$ cat src/crcdf_pkg.sv
package crcdf_pkg;

  localparam int unsigned ByteW   = 8;
  localparam int unsigned LenW    = 16;
  localparam int unsigned CrcW    = 16;
  localparam int unsigned StatusW = 2;
  localparam int unsigned AddrW   = 3;
  localparam int unsigned DataW   = 32;
  localparam int unsigned TdataW  = 64;

  localparam logic [CrcW-1:0]  CrcPoly         = 16'hA001;
  localparam logic [CrcW-1:0]  CrcInit         = 16'hFFFF;
  localparam logic [ByteW-1:0] StartByteReset  = 8'hAA;
  localparam logic [LenW-1:0]  MaxPayloadReset = 16'd1024;

  // Register indexes on the configuration port.
  localparam logic [AddrW-3:0] RegStartByte  = 1'b0;
  localparam logic [AddrW-3:0] RegMaxPayload = 1'b1;

  typedef enum logic [7:0] {
    PH_HUNT    = 8'b0000_0001,
    PH_CMD     = 8'b0000_0010,
    PH_SEQ     = 8'b0000_0100,
    PH_LEN_LO  = 8'b0000_1000,
    PH_LEN_HI  = 8'b0001_0000,
    PH_PAYLOAD = 8'b0010_0000,
    PH_CRC_LO  = 8'b0100_0000,
    PH_CRC_HI  = 8'b1000_0000
  } phase_t;

  typedef enum logic [StatusW-1:0] {
    ST_NONE    = 2'd0,
    ST_GOOD    = 2'd1,
    ST_BAD_CRC = 2'd2,
    ST_TOO_LONG = 2'd3
  } status_t;

  // One byte of reflected CRC-16, eight bit steps unrolled into XOR logic.
  function automatic logic [CrcW-1:0] crc16_byte(input logic [CrcW-1:0] crc_in,
                                                 input logic [ByteW-1:0] data);
    logic [CrcW-1:0] c;
    c = crc_in ^ {{(CrcW-ByteW){1'b0}}, data};
    for (int k = 0; k < ByteW; k++) begin
      if (c[0]) begin
        c = (c >> 1) ^ CrcPoly;
      end else begin
        c = c >> 1;
      end
    end
    return c;
  endfunction

endpackage

$ cat src/crc16_checked_frame_deframer_unit.sv
// Frame deframer with CRC-16/MODBUS check.
//
// Input stream: one received byte per beat on s_tdata. Each accepted byte
// yields exactly one result beat on the master side. The frame is a start
// byte, command, sequence, 16-bit little-endian length, payload and a
// little-endian CRC; the CRC covers everything after the start byte.
// Payload bytes come out as they arrive, flagged by m_tuser, with their index.
// frame_status reports a good frame or a CRC mismatch on the last CRC byte,
// and a length above max_payload on the second length byte.
//
// The byte lands in an input register; the parser state and the one-byte
// CRC update sit between it and the result register.
// Throughput is one byte per cycle while the receiver takes beats.
// When m_tready is low the result register holds its beat, the input register
// takes one more byte only if it is empty, and then s_tready falls.
// Synchronous reset returns the parser to hunting for the start byte and
// restores the registers to start byte 0xAA and max payload 1024.
// Registers: start_byte at address 0, max_payload at address 4. Write them
// only while no beat is in flight.
module crc16_checked_frame_deframer_unit (
  input  logic                          clk,
  input  logic                          rst,
  input  logic                          s_tvalid,
  output logic                          s_tready,
  input  logic [crcdf_pkg::ByteW-1:0]   s_tdata,  // [7:0] rx_byte
  output logic                          m_tvalid,
  input  logic                          m_tready,
  // [7:0] payload_byte, [23:8] payload_index, [31:24] frame_cmd,
  // [39:32] frame_seq, [55:40] declared_len, [57:56] frame_status, rest zero
  output logic [crcdf_pkg::TdataW-1:0]  m_tdata,
  output logic                          m_tuser,  // [0] payload_valid
  input  logic                          psel,
  input  logic                          penable,
  input  logic                          pwrite,
  input  logic [crcdf_pkg::AddrW-1:0]   paddr,
  input  logic [crcdf_pkg::DataW-1:0]   pwdata,
  output logic [crcdf_pkg::DataW-1:0]   prdata,
  output logic                          pready
);
  import crcdf_pkg::*;

  logic [ByteW-1:0] start_byte;
  logic [LenW-1:0]  max_payload;

  logic             in_valid;
  logic [ByteW-1:0] in_byte;
  logic             advance;

  phase_t           phase, phase_next;
  logic [CrcW-1:0]  crc, crc_next;
  logic [ByteW-1:0] cmd, cmd_next;
  logic [ByteW-1:0] seq, seq_next;
  logic [LenW-1:0]  len, len_next;
  logic [LenW-1:0]  count, count_next;
  logic [ByteW-1:0] crc_low, crc_low_next;

  logic [ByteW-1:0] pay_byte;
  logic             pay_valid;
  logic [LenW-1:0]  pay_index;
  status_t          status;
  logic [CrcW-1:0]  crc_upd;

  logic [ByteW-1:0] out_byte;
  logic [LenW-1:0]  out_index;
  logic [ByteW-1:0] out_cmd;
  logic [ByteW-1:0] out_seq;
  logic [LenW-1:0]  out_len;
  status_t          out_status;

  // Configuration port.
  assign pready = 1'b1;

  always_ff @(posedge clk) begin
    if (rst) begin
      start_byte  <= StartByteReset;
      max_payload <= MaxPayloadReset;
    end else if (psel && penable && pwrite) begin
      case (paddr[AddrW-1:2])
        RegStartByte:  start_byte  <= pwdata[ByteW-1:0];
        RegMaxPayload: max_payload <= pwdata[LenW-1:0];
        default: ;
      endcase
    end
  end

  always_comb begin
    case (paddr[AddrW-1:2])
      RegStartByte:  prdata = {{(DataW-ByteW){1'b0}}, start_byte};
      RegMaxPayload: prdata = {{(DataW-LenW){1'b0}}, max_payload};
      default:       prdata = '0;
    endcase
  end

  // Input register; the parser consumes it whenever the result register is free.
  assign advance  = in_valid && (!m_tvalid || m_tready);
  assign s_tready = !in_valid || advance;

  always_ff @(posedge clk) begin
    if (rst) begin
      in_valid <= 1'b0;
    end else if (s_tready) begin
      in_valid <= s_tvalid;
    end
  end

  always_ff @(posedge clk) begin
    if (s_tvalid && s_tready) begin
      in_byte <= s_tdata;
    end
  end

  assign crc_upd = crc16_byte(crc, in_byte);

  always_comb begin
    phase_next   = phase;
    crc_next     = crc;
    cmd_next     = cmd;
    seq_next     = seq;
    len_next     = len;
    count_next   = count;
    crc_low_next = crc_low;
    pay_byte     = '0;
    pay_valid    = 1'b0;
    pay_index    = '0;
    status       = ST_NONE;
    case (phase)
      PH_HUNT: begin
        if (in_byte == start_byte) begin
          phase_next = PH_CMD;
          crc_next   = CrcInit;
        end
      end
      PH_CMD: begin
        cmd_next   = in_byte;
        crc_next   = crc_upd;
        phase_next = PH_SEQ;
      end
      PH_SEQ: begin
        seq_next   = in_byte;
        crc_next   = crc_upd;
        phase_next = PH_LEN_LO;
      end
      PH_LEN_LO: begin
        len_next   = {{(LenW-ByteW){1'b0}}, in_byte};
        crc_next   = crc_upd;
        phase_next = PH_LEN_HI;
      end
      PH_LEN_HI: begin
        len_next = {in_byte, len[ByteW-1:0]};
        crc_next = crc_upd;
        if (len_next > max_payload) begin
          status     = ST_TOO_LONG;
          phase_next = PH_HUNT;
        end else if (len_next == '0) begin
          phase_next = PH_CRC_LO;
        end else begin
          count_next = '0;
          phase_next = PH_PAYLOAD;
        end
      end
      PH_PAYLOAD: begin
        pay_byte   = in_byte;
        pay_valid  = 1'b1;
        pay_index  = count;
        crc_next   = crc_upd;
        count_next = count + 1'b1;
        if (count_next >= len) begin
          phase_next = PH_CRC_LO;
        end
      end
      PH_CRC_LO: begin
        crc_low_next = in_byte;
        phase_next   = PH_CRC_HI;
      end
      PH_CRC_HI: begin
        phase_next = PH_HUNT;
        status     = ({in_byte, crc_low} == crc) ? ST_GOOD : ST_BAD_CRC;
      end
      default: begin
        phase_next = PH_HUNT;
      end
    endcase
  end

  always_ff @(posedge clk) begin
    if (rst) begin
      phase   <= PH_HUNT;
      crc     <= CrcInit;
      cmd     <= '0;
      seq     <= '0;
      len     <= '0;
      count   <= '0;
      crc_low <= '0;
    end else if (advance) begin
      phase   <= phase_next;
      crc     <= crc_next;
      cmd     <= cmd_next;
      seq     <= seq_next;
      len     <= len_next;
      count   <= count_next;
      crc_low <= crc_low_next;
    end
  end

  // Result register.
  always_ff @(posedge clk) begin
    if (rst) begin
      m_tvalid <= 1'b0;
    end else if (advance) begin
      m_tvalid <= 1'b1;
    end else if (m_tready) begin
      m_tvalid <= 1'b0;
    end
  end

  always_ff @(posedge clk) begin
    if (advance) begin
      out_byte   <= pay_byte;
      m_tuser    <= pay_valid;
      out_index  <= pay_index;
      out_cmd    <= cmd_next;
      out_seq    <= seq_next;
      out_len    <= len_next;
      out_status <= status;
    end
  end

  assign m_tdata = {{(TdataW - 2*ByteW - 2*LenW - ByteW - StatusW){1'b0}},
                    out_status, out_len, out_seq, out_cmd, out_index, out_byte};

  // A payload beat never carries a frame status.
  a_payload_no_status: assert property (@(posedge clk) disable iff (rst)
    m_tvalid && m_tuser |-> out_status == ST_NONE)
    else $error("payload beat carries a frame status");

  // A payload index always lies inside the declared length.
  a_index_in_range: assert property (@(posedge clk) disable iff (rst)
    m_tvalid && m_tuser |-> out_index < out_len)
    else $error("payload index beyond declared length");

  // The last CRC byte always ends in a good or mismatch status.
  a_crc_hi_status: assert property (@(posedge clk) disable iff (rst)
    advance && phase == PH_CRC_HI |=>
      m_tvalid && (out_status == ST_GOOD || out_status == ST_BAD_CRC))
    else $error("last CRC byte without a check status");

  // A held input byte is not overwritten while the result register is stalled.
  a_no_overrun: assert property (@(posedge clk) disable iff (rst)
    in_valid && m_tvalid && !m_tready |-> !s_tready)
    else $error("input register overrun during stall");

endmodule

$ cat config.mk
export PLATFORM = sky130hd
export DESIGN_NAME = crc16_checked_frame_deframer_unit
export DESIGN_NICKNAME = d
export VERILOG_FILES = /design/src/crcdf_pkg.sv /design/src/crc16_checked_frame_deframer_unit.sv
export SDC_FILE = /design/constraint.sdc
export NUM_CORES = 1
export LEC_CHECK = 0
export ABC_AREA = 1
export CORE_ASPECT_RATIO = 0.6
export CORE_MARGIN = 5
export CORE_UTILIZATION = 65
export DETAILED_ROUTE_END_ITERATION = 12
export DONT_BUFFER_PORTS = 1
export PLACE_DENSITY = 0.83
export REMOVE_ABC_BUFFERS = 1
export SLEW_MARGIN = 20
export SYNTH_ARGS = -nofsm -noshare
export SYNTH_HDL_FRONTEND = slang
export SYNTH_SLANG_ARGS = --single-unit
$ cat constraint.sdc
create_clock -name clk -period 6.25 [get_ports clk]
set_clock_uncertainty 0.1 [all_clocks]
set_input_delay 1.25 -clock clk [delete_from_list [all_inputs] [get_ports clk]]
set_output_delay 1.25 -clock clk [all_outputs]
set_load 0.01 [all_outputs]
Word level (Yosys, flattened, before mapping) --
Index checks and enable logic that the tools add are counted. W data, S select, Z words.
Storage, ports and cells: register bits after elaboration 173, input port bits 50, word-level logic and storage cells 93
Cells by class: $add $sub $neg 1, $lt $le $gt $ge 2, equality and inequality tests 14, muxes and demuxes 28, bitwise gates (word level) 10, reductions and logical operators 19
Operator list (count):
- $mux W16 | 11
- $pmux W16 S2 | 3
- $pmux W32 S2 | 1
- $pmux W8 S7 | 1
- $mux W8 | 4
- $not A2 Y3 | 8
- $add A16 B1 Y16 const B | 1
- $eq A16 B16 Y1 | 1
- $ge A16 B16 Y1 | 1
- $gt A16 B16 Y1 | 1
- $logic_not A16 Y1 | 1
- $xor A16 B8 Y16 | 1
- $mux W7 | 2
- $eq A8 B1 Y1 const B | 1
- $eq A8 B2 Y1 const B | 1
- $eq A8 B3 Y1 const B | 1
- $eq A8 B4 Y1 const B | 1
- $eq A8 B5 Y1 const B | 1
- $eq A8 B6 Y1 const B | 1
- $eq A8 B7 Y1 const B | 1
- $eq A8 B8 Y1 | 1
- $eq A8 B8 Y1 const B | 1
- $ne A2 B2 Y1 const B | 4
- $reduce_and A2 Y1 | 3
- 11 further kinds | 22

Depth between registers and ports, before layout --
Gate-level depths: netlist (run 1).
word-level depth 18, mapped depth 20, mapped depth without buffers 19

Least setup slack after synthesis (run 1) --
OpenSTA, ideal clock, no wires.
path type input to register, from in m_tready, to reg m_tuser, enable pin, library setup time 446 ps, arrival 3501 ps, data required time 5704 ps, path slack 2203 ps, stages on the path 5, path buffers 1, cells stage by stage inv_1 nand2_1 nand2_1 clkinv_1 clkbuf_1
On the way: word-level cells in the longest chain between the ends 2
RTL lines:
- from (decl) | line crc16_checked_frame_deframer_unit.sv:27 | input logic m_tready,
- $logic_or A1 B1 Y1 | line crc16_checked_frame_deframer_unit.sv:95 | assign advance = in_valid && (!m_tvalid || m_tready);
- $logic_and A1 B1 Y1 | line crc16_checked_frame_deframer_unit.sv:95
- via advance | line crc16_checked_frame_deframer_unit.sv:47 | logic advance;
- to (signal assigned) | line crc16_checked_frame_deframer_unit.sv:219 | m_tuser <= pay_valid;
- to (decl) | line crc16_checked_frame_deframer_unit.sv:31 | output logic m_tuser,
The timed path passes the listed nets, and every way through them passes these cells. A chain may end at the register's enable or synchronous reset.

Worst setup path after layout (run 1) --
from reg count[0], to reg phase[3]
On the way: word-level cells in the longest chain between the ends 4
RTL lines:
- from (decl) | line crc16_checked_frame_deframer_unit.sv:54 | logic [LenW-1:0] count, count_next;
- from (signal assigned) | line crc16_checked_frame_deframer_unit.sv:200 | count <= count_next;
- $add A16 B1 Y16 | line crc16_checked_frame_deframer_unit.sv:166 | count_next = count + 1'b1;
- $ge A16 B16 Y1 | line crc16_checked_frame_deframer_unit.sv:167 | if (count_next >= len) begin
- $ne A2 B2 Y1 (no source line)
- $reduce_and A3 Y1 (no source line)
- to (signal assigned) | line crc16_checked_frame_deframer_unit.sv:195 | phase <= phase_next;
- to (decl) | line crc16_checked_frame_deframer_unit.sv:49 | phase_t phase, phase_next;
No other way between the ends.

==> results of run 1 <==
registers in the layout (all words and copies together) (netlist names), 16 cells and up:
name,cells
count,16
crc,16
len,16
max_payload,16
out_index,16
out_len,16
path summary, 6_finish.rpt:
path	startpoint	end	slack, ns	depth (start not counted)
worst max-delay path	count[0]$_SDFFE_PP0P_	phase[3]$_SDFFE_PP0P_	2.68	19
worst min register to register	count[13]$_SDFFE_PP0P_	count[13]$_SDFFE_PP0P_	0.38	2
worst max register to register	count[0]$_SDFFE_PP0P_	phase[3]$_SDFFE_PP0P_	2.68	19
worst min-delay path	count[13]$_SDFFE_PP0P_	count[13]$_SDFFE_PP0P_	0.38	2
synth_stat cells:
cell | instances | share of area
sky130_fd_sc_hd__a211oi_4 | 1 | 0.0023
sky130_fd_sc_hd__a21oi_1 | 65 | 0.037
sky130_fd_sc_hd__a221oi_1 | 2 | 0.0020
sky130_fd_sc_hd__a31oi_1 | 1 | 0.00071
sky130_fd_sc_hd__and3_1 | 1 | 0.00071
sky130_fd_sc_hd__buf_2 | 10 | 0.0057
sky130_fd_sc_hd__buf_4 | 25 | 0.021
sky130_fd_sc_hd__buf_6 | 3 | 0.0038
sky130_fd_sc_hd__clkbuf_1 | 30 | 0.013
sky130_fd_sc_hd__clkbuf_2 | 1 | 0.00057
sky130_fd_sc_hd__clkinv_1 | 4 | 0.0017
sky130_fd_sc_hd__conb_1 | 2 | 0.00086
sky130_fd_sc_hd__dfxtp_1 | 106 | 0.24
sky130_fd_sc_hd__edfxtp_1 | 67 | 0.23
sky130_fd_sc_hd__ha_1 | 33 | 0.047
sky130_fd_sc_hd__inv_1 | 144 | 0.062
sky130_fd_sc_hd__inv_2 | 4 | 0.0017
sky130_fd_sc_hd__nand2_1 | 213 | 0.091
sky130_fd_sc_hd__nand2_2 | 5 | 0.0036
sky130_fd_sc_hd__nand2_4 | 1 | 0.0013
sky130_fd_sc_hd__nand3_1 | 58 | 0.033
sky130_fd_sc_hd__nand3_2 | 1 | 0.0011
sky130_fd_sc_hd__nand3b_1 | 1 | 0.00086
sky130_fd_sc_hd__nand4_1 | 7 | 0.0050
sky130_fd_sc_hd__nand4_2 | 2 | 0.0029
sky130_fd_sc_hd__nand4_4 | 1 | 0.0024
sky130_fd_sc_hd__nor2_1 | 117 | 0.050
sky130_fd_sc_hd__nor2_4 | 1 | 0.0013
sky130_fd_sc_hd__nor2_8 | 1 | 0.0023
sky130_fd_sc_hd__nor3_1 | 8 | 0.0046
sky130_fd_sc_hd__nor3_2 | 1 | 0.0011
sky130_fd_sc_hd__nor4_1 | 11 | 0.0078
sky130_fd_sc_hd__nor4_2 | 1 | 0.0014
sky130_fd_sc_hd__o211ai_1 | 9 | 0.0077
sky130_fd_sc_hd__o21ai_0 | 102 | 0.058
sky130_fd_sc_hd__o21ai_1 | 12 | 0.0068
sky130_fd_sc_hd__o21ai_2 | 1 | 0.0010
sky130_fd_sc_hd__o22ai_1 | 10 | 0.0071
sky130_fd_sc_hd__or2_2 | 2 | 0.0014
sky130_fd_sc_hd__xnor2_1 | 13 | 0.013
sky130_fd_sc_hd__xor2_1 | 24 | 0.024
metrics by stage:
| step | worst slack, ns | area (sq um) | util |
|---|---|---|---|
| after detailed placement | 2.56 | 8710 | 0.667 |
| after floorplan | 0.961 | 8470 | - |
| after CTS | 2.73 | 9280 | 0.711 |
| final | 2.68 | 9280 | 0.711 |
| after global routing | 2.33 | 9280 | 0.711 |
| after global placement | 2.65 | 8710 | 0.667 |
cell type report:
type	instances	area, sq um	share of cell area
flip-flops and latches	173	4130	0.445
clock buffers	17	425	0.0458
well taps	170	213	0.0229
clock inverters	15	151	0.0163
multi-input cells	728	3770	0.406
inverters	152	571	0.0615
repair buffers	3	22.5	0.00243
placed cells by master, fill, tap and decap left out, types with 11 or more instances in the layout:
cell type,netlist,routed
sky130_fd_sc_hd__o21ai_0,102,102
sky130_fd_sc_hd__nand3_1,58,58
sky130_fd_sc_hd__clkbuf_16,0,17
sky130_fd_sc_hd__xor2_1,24,24
sky130_fd_sc_hd__nand2_1,213,213
sky130_fd_sc_hd__nor4_1,11,11
sky130_fd_sc_hd__nor2_1,117,117
sky130_fd_sc_hd__edfxtp_1,67,67
sky130_fd_sc_hd__inv_1,144,144
sky130_fd_sc_hd__conb_1,2,23
sky130_fd_sc_hd__ha_1,33,33
sky130_fd_sc_hd__a21oi_1,65,65
sky130_fd_sc_hd__xnor2_1,13,13
sky130_fd_sc_hd__o21ai_1,12,12
sky130_fd_sc_hd__dfxtp_1,106,106
cell families after synthesis:
kind of cell               Yosys count  share of synthesized area
and+or+nand+nor                    432                      0.212
AOI/OAI and AO/OA                  203                      0.123
adders and majority gates           33                     0.0470
xor gates and xnor gates            37                     0.0369
buffers and inverters              221                      0.109
other                                2                   0.000856
DFF                                173                      0.471
metal layers:
layer / vias to the layer above / track usage / share of wire
met5: - / 0 / 0
met4: 0 / 0.0588 / 0.011
met3: 29 / 0.0632 / 0.10
met2: 348 / 0.382 / 0.43
met1: 3282 / 0.380 / 0.46
li1: 3492 / - / -
worst max-delay path: stages, from the launching register on:
cell and delay (ns):
sky130_fd_sc_hd__dfxtp_1 0.43, sky130_fd_sc_hd__ha_1 0.22, sky130_fd_sc_hd__nand3_1 0.11, sky130_fd_sc_hd__inv_1 0.10, sky130_fd_sc_hd__nand3_1 0.14, sky130_fd_sc_hd__nor4_1 0.40, sky130_fd_sc_hd__nand2_1 0.09, sky130_fd_sc_hd__nand2_1 0.10
sky130_fd_sc_hd__inv_1 0.05, sky130_fd_sc_hd__ha_1 0.26, sky130_fd_sc_hd__nand2_1 0.06, sky130_fd_sc_hd__inv_1 0.05, sky130_fd_sc_hd__nand3_1 0.09, sky130_fd_sc_hd__nor3_1 0.25, sky130_fd_sc_hd__nand3_1 0.12, sky130_fd_sc_hd__nand4_1 0.12
sky130_fd_sc_hd__nand3_1 0.42, sky130_fd_sc_hd__nand2_1 0.19, sky130_fd_sc_hd__nand2_1 0.08, sky130_fd_sc_hd__nor2_1 0.12
power by group:
part	total (W)	internal, W	leakage [nW]	switching, W
Clock	0.00105	0.000563	0.273	0.000486
Combinational	0.000456	0.000142	2.40	0.000314
Sequential	0.00132	0.00125	1.51	0.0000712
Total	0.00283	0.00196	4.18	0.000870
==> flow_summary.rst, run 1 <==
.. list-table::
   :header-rows: 1

   * - Metric
     - Value
   * - Result of the run
     - finished clean
   * - Clock sink total
     - 173
   * - Worst skew pair latency
     - 0.43 ns
   * - Chip Height
     - 100 um
   * - Worst-path clk slew
     - 0.07 ns
   * - Wire length of the first global-routing pass
     - 33300 um
   * - Static leakage
     - 4.18 nW
   * - Arrival @ worst endpoint
     - 3.83 ns
   * - Horizontal extent of the die
     - 160 um
   * - Critical setup path kind
     - reg -> reg
   * - Peak supply drop
     - 0.197 mV
   * - Number of hold-slack violations in the final timing report
     - 0
   * - Critical path startpoint category
     - flip-flop
   * - Detailed-routing iteration count for the pre-antenna-repair pass
     - 6
   * - Post-synthesis cell count
     - 1101
   * - Htree depth
     - 4
   * - TritonCTS clock tree
     - yes
   * - Area growth from synthesis to layout
     - 5.77%
   * - Setup TNS
     - 0 ns
   * - Layout net count
     - 1158
   * - Fill cell count
     - 1012
   * - RD Place Congestion
     - 0.874
   * - Total via count after detailed routing
     - 7151
   * - Leftover overflow at the end of global routing
     - 0
   * - Post-CTS sizing
     - 0
   * - Clock period minus worst slack
     - 3.57 ns
   * - Endpoint class of the critical path
     - flip-flop
   * - Worst Path Required
     - 6.51 ns
   * - Initial standard-cell utilization of the core
     - 0.672
   * - Core ar.
     - 13100 sq um
   * - Vias in the first global route
     - 6399
   * - Clock buffers created by TritonCTS
     - 17
   * - # rows
     - 32
   * - First-iteration detailed-routing DRC count
     - 665
   * - Worst max-slew margin expressed relative to the limit
     - 0.313
   * - Number of standard cells in the final layout excluding fillers
     - 1258
   * - Final ANT Viol Nets
     - 0
   * - Via-to-Cell Ratio
     - 5.68
   * - Largest net degree at the start of global routing
     - 61
   * - Path class of the lowest-slack min-delay path
     - reg -> reg
   * - Setup fix buffers added after clock tree synthesis
     - 0
   * - All-Layer GR Usage
     - 0.256
   * - Final setup fails
     - 0
   * - Worst-path maximum fanout
     - 15
   * - Warnings from Yosys
     - 0
   * - Total power divided by cell area
     - 304 nW/um^2
   * - I/O pin count
     - 150
   * - Half-perimeter wire length after placement
     - 13900 um
   * - Worst hold margin
     - 0.378 ns
   * - Highest attainable clock frequency
     - 0.280 GHz
   * - Average wire length per cell after detail routing
     - 16.4 um
   * - RSZ-0062 raised after global routing
     - no
   * - Seq/Total Area, Yosys
     - 0.471
   * - Buffer depth of the longest clock path
     - 2
   * - Cell count after placement
     - 1226
   * - Die area
     - 16000 sq um
   * - Post-detailed-route DRC marker count
     - 0
   * - Worst Tran Pin Value
     - 1.03 ns
   * - Max_cap viols
     - 0
   * - Total Power Consumption
     - 0.00283 W
   * - CTS Hold Buffers Added
     - 0
   * - Number of port buffers
     - 0
   * - Cell Area, Synth
     - 8780 sq um
   * - Layout cells sized above 1
     - 0.0542
   * - Initial antenna violation count
     - 0
   * - CTS root buf
     - sky130_fd_sc_hd__clkbuf_16
   * - Max-slew violations
     - 0
   * - Mapped Avg Cell Area
     - 7.97 sq um
   * - Number of antenna cells inserted
     - 0
   * - Final clock period utilization by the worst path
     - 0.572
   * - Wire length reported by the detailed router
     - 20700 um
   * - Number of synthesized register bits
     - 173
   * - Count of distinct cell types in the synthesized netlist
     - 41
Note: power is estimated with default switching activity, not from simulation.
==> run 2, diff against run 1 <==
- CORE_UTILIZATION: 65 -> 58
- PLACE_DENSITY: 0.83 -> 0.78
- clock period: 6.25 -> 3 ns (I/O delays scaled with it)
==> run 2 against run 1 <==
Against the previous run: die area increased by 11%; sequential share of layout area decreased by 1.7 points; first-iteration DRC count grew 25%; hold slack got worse by 0.25 ns; combinational power is 120% higher; non-clock buffer count up 25; core utilization shrank 5.2 points; global-route usage shrank 1.9 points; critical path depth is 1 lower; power grew 110%; critical path type unchanged; largest power group unchanged.
==> flow_summary.rst, run 2 (synthesis results as in run 1) <==
.. list-table::
   :header-rows: 1

   * - Metric
     - Value
   * - Result of the run
     - finished clean
   * - Layout cells sized above 1
     - 0.0961
   * - TritonCTS clock tree
     - yes
   * - Worst Path Required
     - 3.27 ns
   * - Final clock period utilization by the worst path
     - 0.963
   * - # rows
     - 34
   * - Max-slew violations
     - 0
   * - Detailed-routing iteration count for the pre-antenna-repair pass
     - 5
   * - Placed cell area
     - 8890 sq um
   * - Core ar.
     - 14700 sq um
   * - All-Layer GR Usage
     - 0.237
   * - Layout net count
     - 1183
   * - Worst max-slew margin expressed relative to the limit
     - 0.436
   * - Via-to-Cell Ratio
     - 5.50
   * - Area growth from synthesis to layout
     - 10.2%
   * - Total via count after detailed routing
     - 7215
   * - Initial standard-cell utilization of the core
     - 0.598
   * - Vias in the first global route
     - 6511
   * - First-iteration detailed-routing DRC count
     - 828
   * - Register-to-Register Setup Slack
     - 0.11 ns
   * - Number of antenna cells inserted
     - 0
   * - Total power divided by cell area
     - 610 nW/um^2
   * - Worst-path maximum fanout
     - 7
   * - Cell count after placement
     - 1273
   * - Post-detailed-route DRC marker count
     - 0
   * - Horizontal extent of the die
     - 169 um
   * - Path class of the lowest-slack min-delay path
     - in -> reg
   * - Number of hold-slack violations in the final timing report
     - 0
   * - RD Place Congestion
     - 0.907
   * - Worst-path clk slew
     - 0.07 ns
   * - Clock period minus worst slack
     - 2.89 ns
   * - Worst-case hold path end point
     - count[3]$_SDFFE_PP0P_
   * - Number of stages on the worst hold path
     - 1
   * - Commonest cells after routing, fill and taps aside
     - sky130_fd_sc_hd__nand2_1 (211), sky130_fd_sc_hd__inv_1 (141), sky130_fd_sc_hd__nor2_1 (117)
   * - Critical path startpoint category
     - flip-flop
   * - Area of the multi-input gates
     - 3890 sq um
   * - Arrival @ worst endpoint
     - 3.16 ns
   * - Chip Height
     - 105 um
   * - Endpoint class of the critical path
     - flip-flop
   * - Final setup fails
     - 0
   * - Capture point of the worst reg-to-reg path
     - phase[4]$_SDFFE_PP0P_
   * - Highest attainable clock frequency
     - 0.346 GHz
   * - Fill cell count
     - 1208
   * - Worst skew pair latency
     - 0.43 ns
   * - CTS Hold Buffers Added
     - 0
   * - Number of port buffers
     - 0
   * - Final standard cell area without fillers
     - 9670 sq um
   * - Final ANT Viol Nets
     - 0
   * - Number of standard cells in the final layout excluding fillers
     - 1311
   * - Leftover overflow at the end of global routing
     - 0
   * - Dpl ws
     - -0.0262 ns
   * - Critical setup path kind
     - reg -> reg
   * - Buffer depth of the longest clock path
     - 2
   * - Count of cells along the worst register-to-register path
     - 18
   * - Largest net degree at the start of global routing
     - 77
   * - Worst Slack Setup Final
     - 0.111 ns
   * - Htree depth
     - 4
   * - Seq. cell area
     - 4150 sq um
   * - Average wire length per cell after detail routing
     - 16.7 um
   * - Worst Tran Pin Value
     - 0.839 ns
   * - Wire length reported by the detailed router
     - 21900 um
   * - Max_cap viols
     - 0
   * - Wire length of the first global-routing pass
     - 34100 um
   * - Most common library cell in the layout ignoring fill and taps
     - sky130_fd_sc_hd__nand2_1
   * - Peak supply drop
     - 0.359 mV
   * - Initial antenna violation count
     - 0
   * - Hold path start
     - rst
   * - Clock buffers created by TritonCTS
     - 17
   * - Static leakage
     - 4.35 nW
   * - Clock sink total
     - 173
   * - Critical register-to-register path startpoint
     - count[1]$_SDFFE_PP0P_
   * - Die area
     - 17800 sq um
   * - I/O pin count
     - 150
   * - Half-perimeter wire length after placement
     - 14800 um
   * - CTS root buf
     - sky130_fd_sc_hd__clkbuf_16
==> run 2: cell count changes in the layout (fill, tap and decap cells not counted), moves of 3 or more <==
cell	delta
sky130_fd_sc_hd__dfxtp_2	+3
sky130_fd_sc_hd__inv_2	+3
sky130_fd_sc_hd__buf_4	+21
sky130_fd_sc_hd__nand3_4	+3
sky130_fd_sc_hd__buf_6	+3
sky130_fd_sc_hd__nand3_1	-6
sky130_fd_sc_hd__nor4_1	-3
sky130_fd_sc_hd__nand3_2	+3
sky130_fd_sc_hd__inv_1	-3
sky130_fd_sc_hd__dfxtp_1	-5
==> run 2: worst max-delay path, cell delays in order, from the launching register on <==
cell	delay, ns
sky130_fd_sc_hd__dfxtp_4	0.38
sky130_fd_sc_hd__ha_4	0.15
sky130_fd_sc_hd__nand3_2	0.11
sky130_fd_sc_hd__inv_2	0.10
sky130_fd_sc_hd__nand3_4	0.08
sky130_fd_sc_hd__buf_4	0.16
sky130_fd_sc_hd__nor3_4	0.17
sky130_fd_sc_hd__nand3_2	0.11
sky130_fd_sc_hd__xor2_1	0.17
sky130_fd_sc_hd__ha_1	0.28
sky130_fd_sc_hd__nand2_1	0.07
sky130_fd_sc_hd__nor3_2	0.23
sky130_fd_sc_hd__nand3_1	0.11
sky130_fd_sc_hd__nand4_1	0.10
sky130_fd_sc_hd__nand3_2	0.10
sky130_fd_sc_hd__buf_6	0.17
sky130_fd_sc_hd__nand2_1	0.06
sky130_fd_sc_hd__nand2_1	0.07
sky130_fd_sc_hd__nor2_1	0.10
==> run 2: layout make-up <==
type,count,area share
flip-flops and latches,173,0.429
multi-input cells,728,0.403
inverters,152,0.0590
clock buffers,17,0.0440
well taps,198,0.0256
repair buffers,28,0.0242
clock inverters,15,0.0159
==> run 2: how the worst max path moves through the flow <==
stage | cells past startpoint | slack [ns] | to | from
2_1_floorplan | 8 | -1.64 | crc_low[0]$_SDFFE_PP0P_ | m_tready
3_3_place_gp | 19 | 0.13 | phase[5]$_SDFFE_PP0P_ | count[1]$_SDFFE_PP0P_
3_5_place_dp | 17 | -0.03 | phase[4]$_SDFFE_PP0P_ | count[1]$_SDFFE_PP0P_
4_1_cts | 17 | 0.04 | phase[4]$_SDFFE_PP0P_ | count[1]$_SDFFE_PP0P_
5_1_grt | 20 | -0.06 | phase[4]$_SDFFE_PP0P_ | count[0]$_SDFFE_PP0P_
6_report | 18 | 0.11 | phase[4]$_SDFFE_PP0P_ | count[1]$_SDFFE_PP0P_
==> run 2: stage by stage <==
step / total power (W) / utilization / setup TNS (ns) / hold WS, ns
detailed placement: 0.00374 / 0.606 / -0.0319 / 0.367
CTS: 0.00589 / 0.647 / 0 / 0.132
finish: 0.00590 / 0.659 / 0 / 0.124
global route: 0.00616 / 0.659 / -0.170 / 0.120
floorplan: 0.00350 / - / -102.88 / 0.346
global placement: 0.00371 / 0.606 / 0 / 0.360
==> run 2: timing repair <==
item	CTS	global route
pin swaps	1	10
gates cloned	0	0
resized for setup	4	32
endpoints found under the setup margin	8	8
setup buffers	0	6
==> run 2: power by group <==
part / internal, W / switching, W
Combinational: 0.000324 / 0.000671
Clock: 0.00111 / 0.00105
Sequential: 0.00260 / 0.000141
==> run 2: per-layer routing <==
| metal | routed length [um] | global-route usage | vias up |
|---|---|---|---|
| li1 | - | - | 3548 |
| met1 | 9770 | 0.351 | 3288 |
| met2 | 9530 | 0.348 | 355 |
| met3 | 2310 | 0.0643 | 24 |
| met4 | 244 | 0.0579 | 0 |
| met5 | 0 | 0 | - |
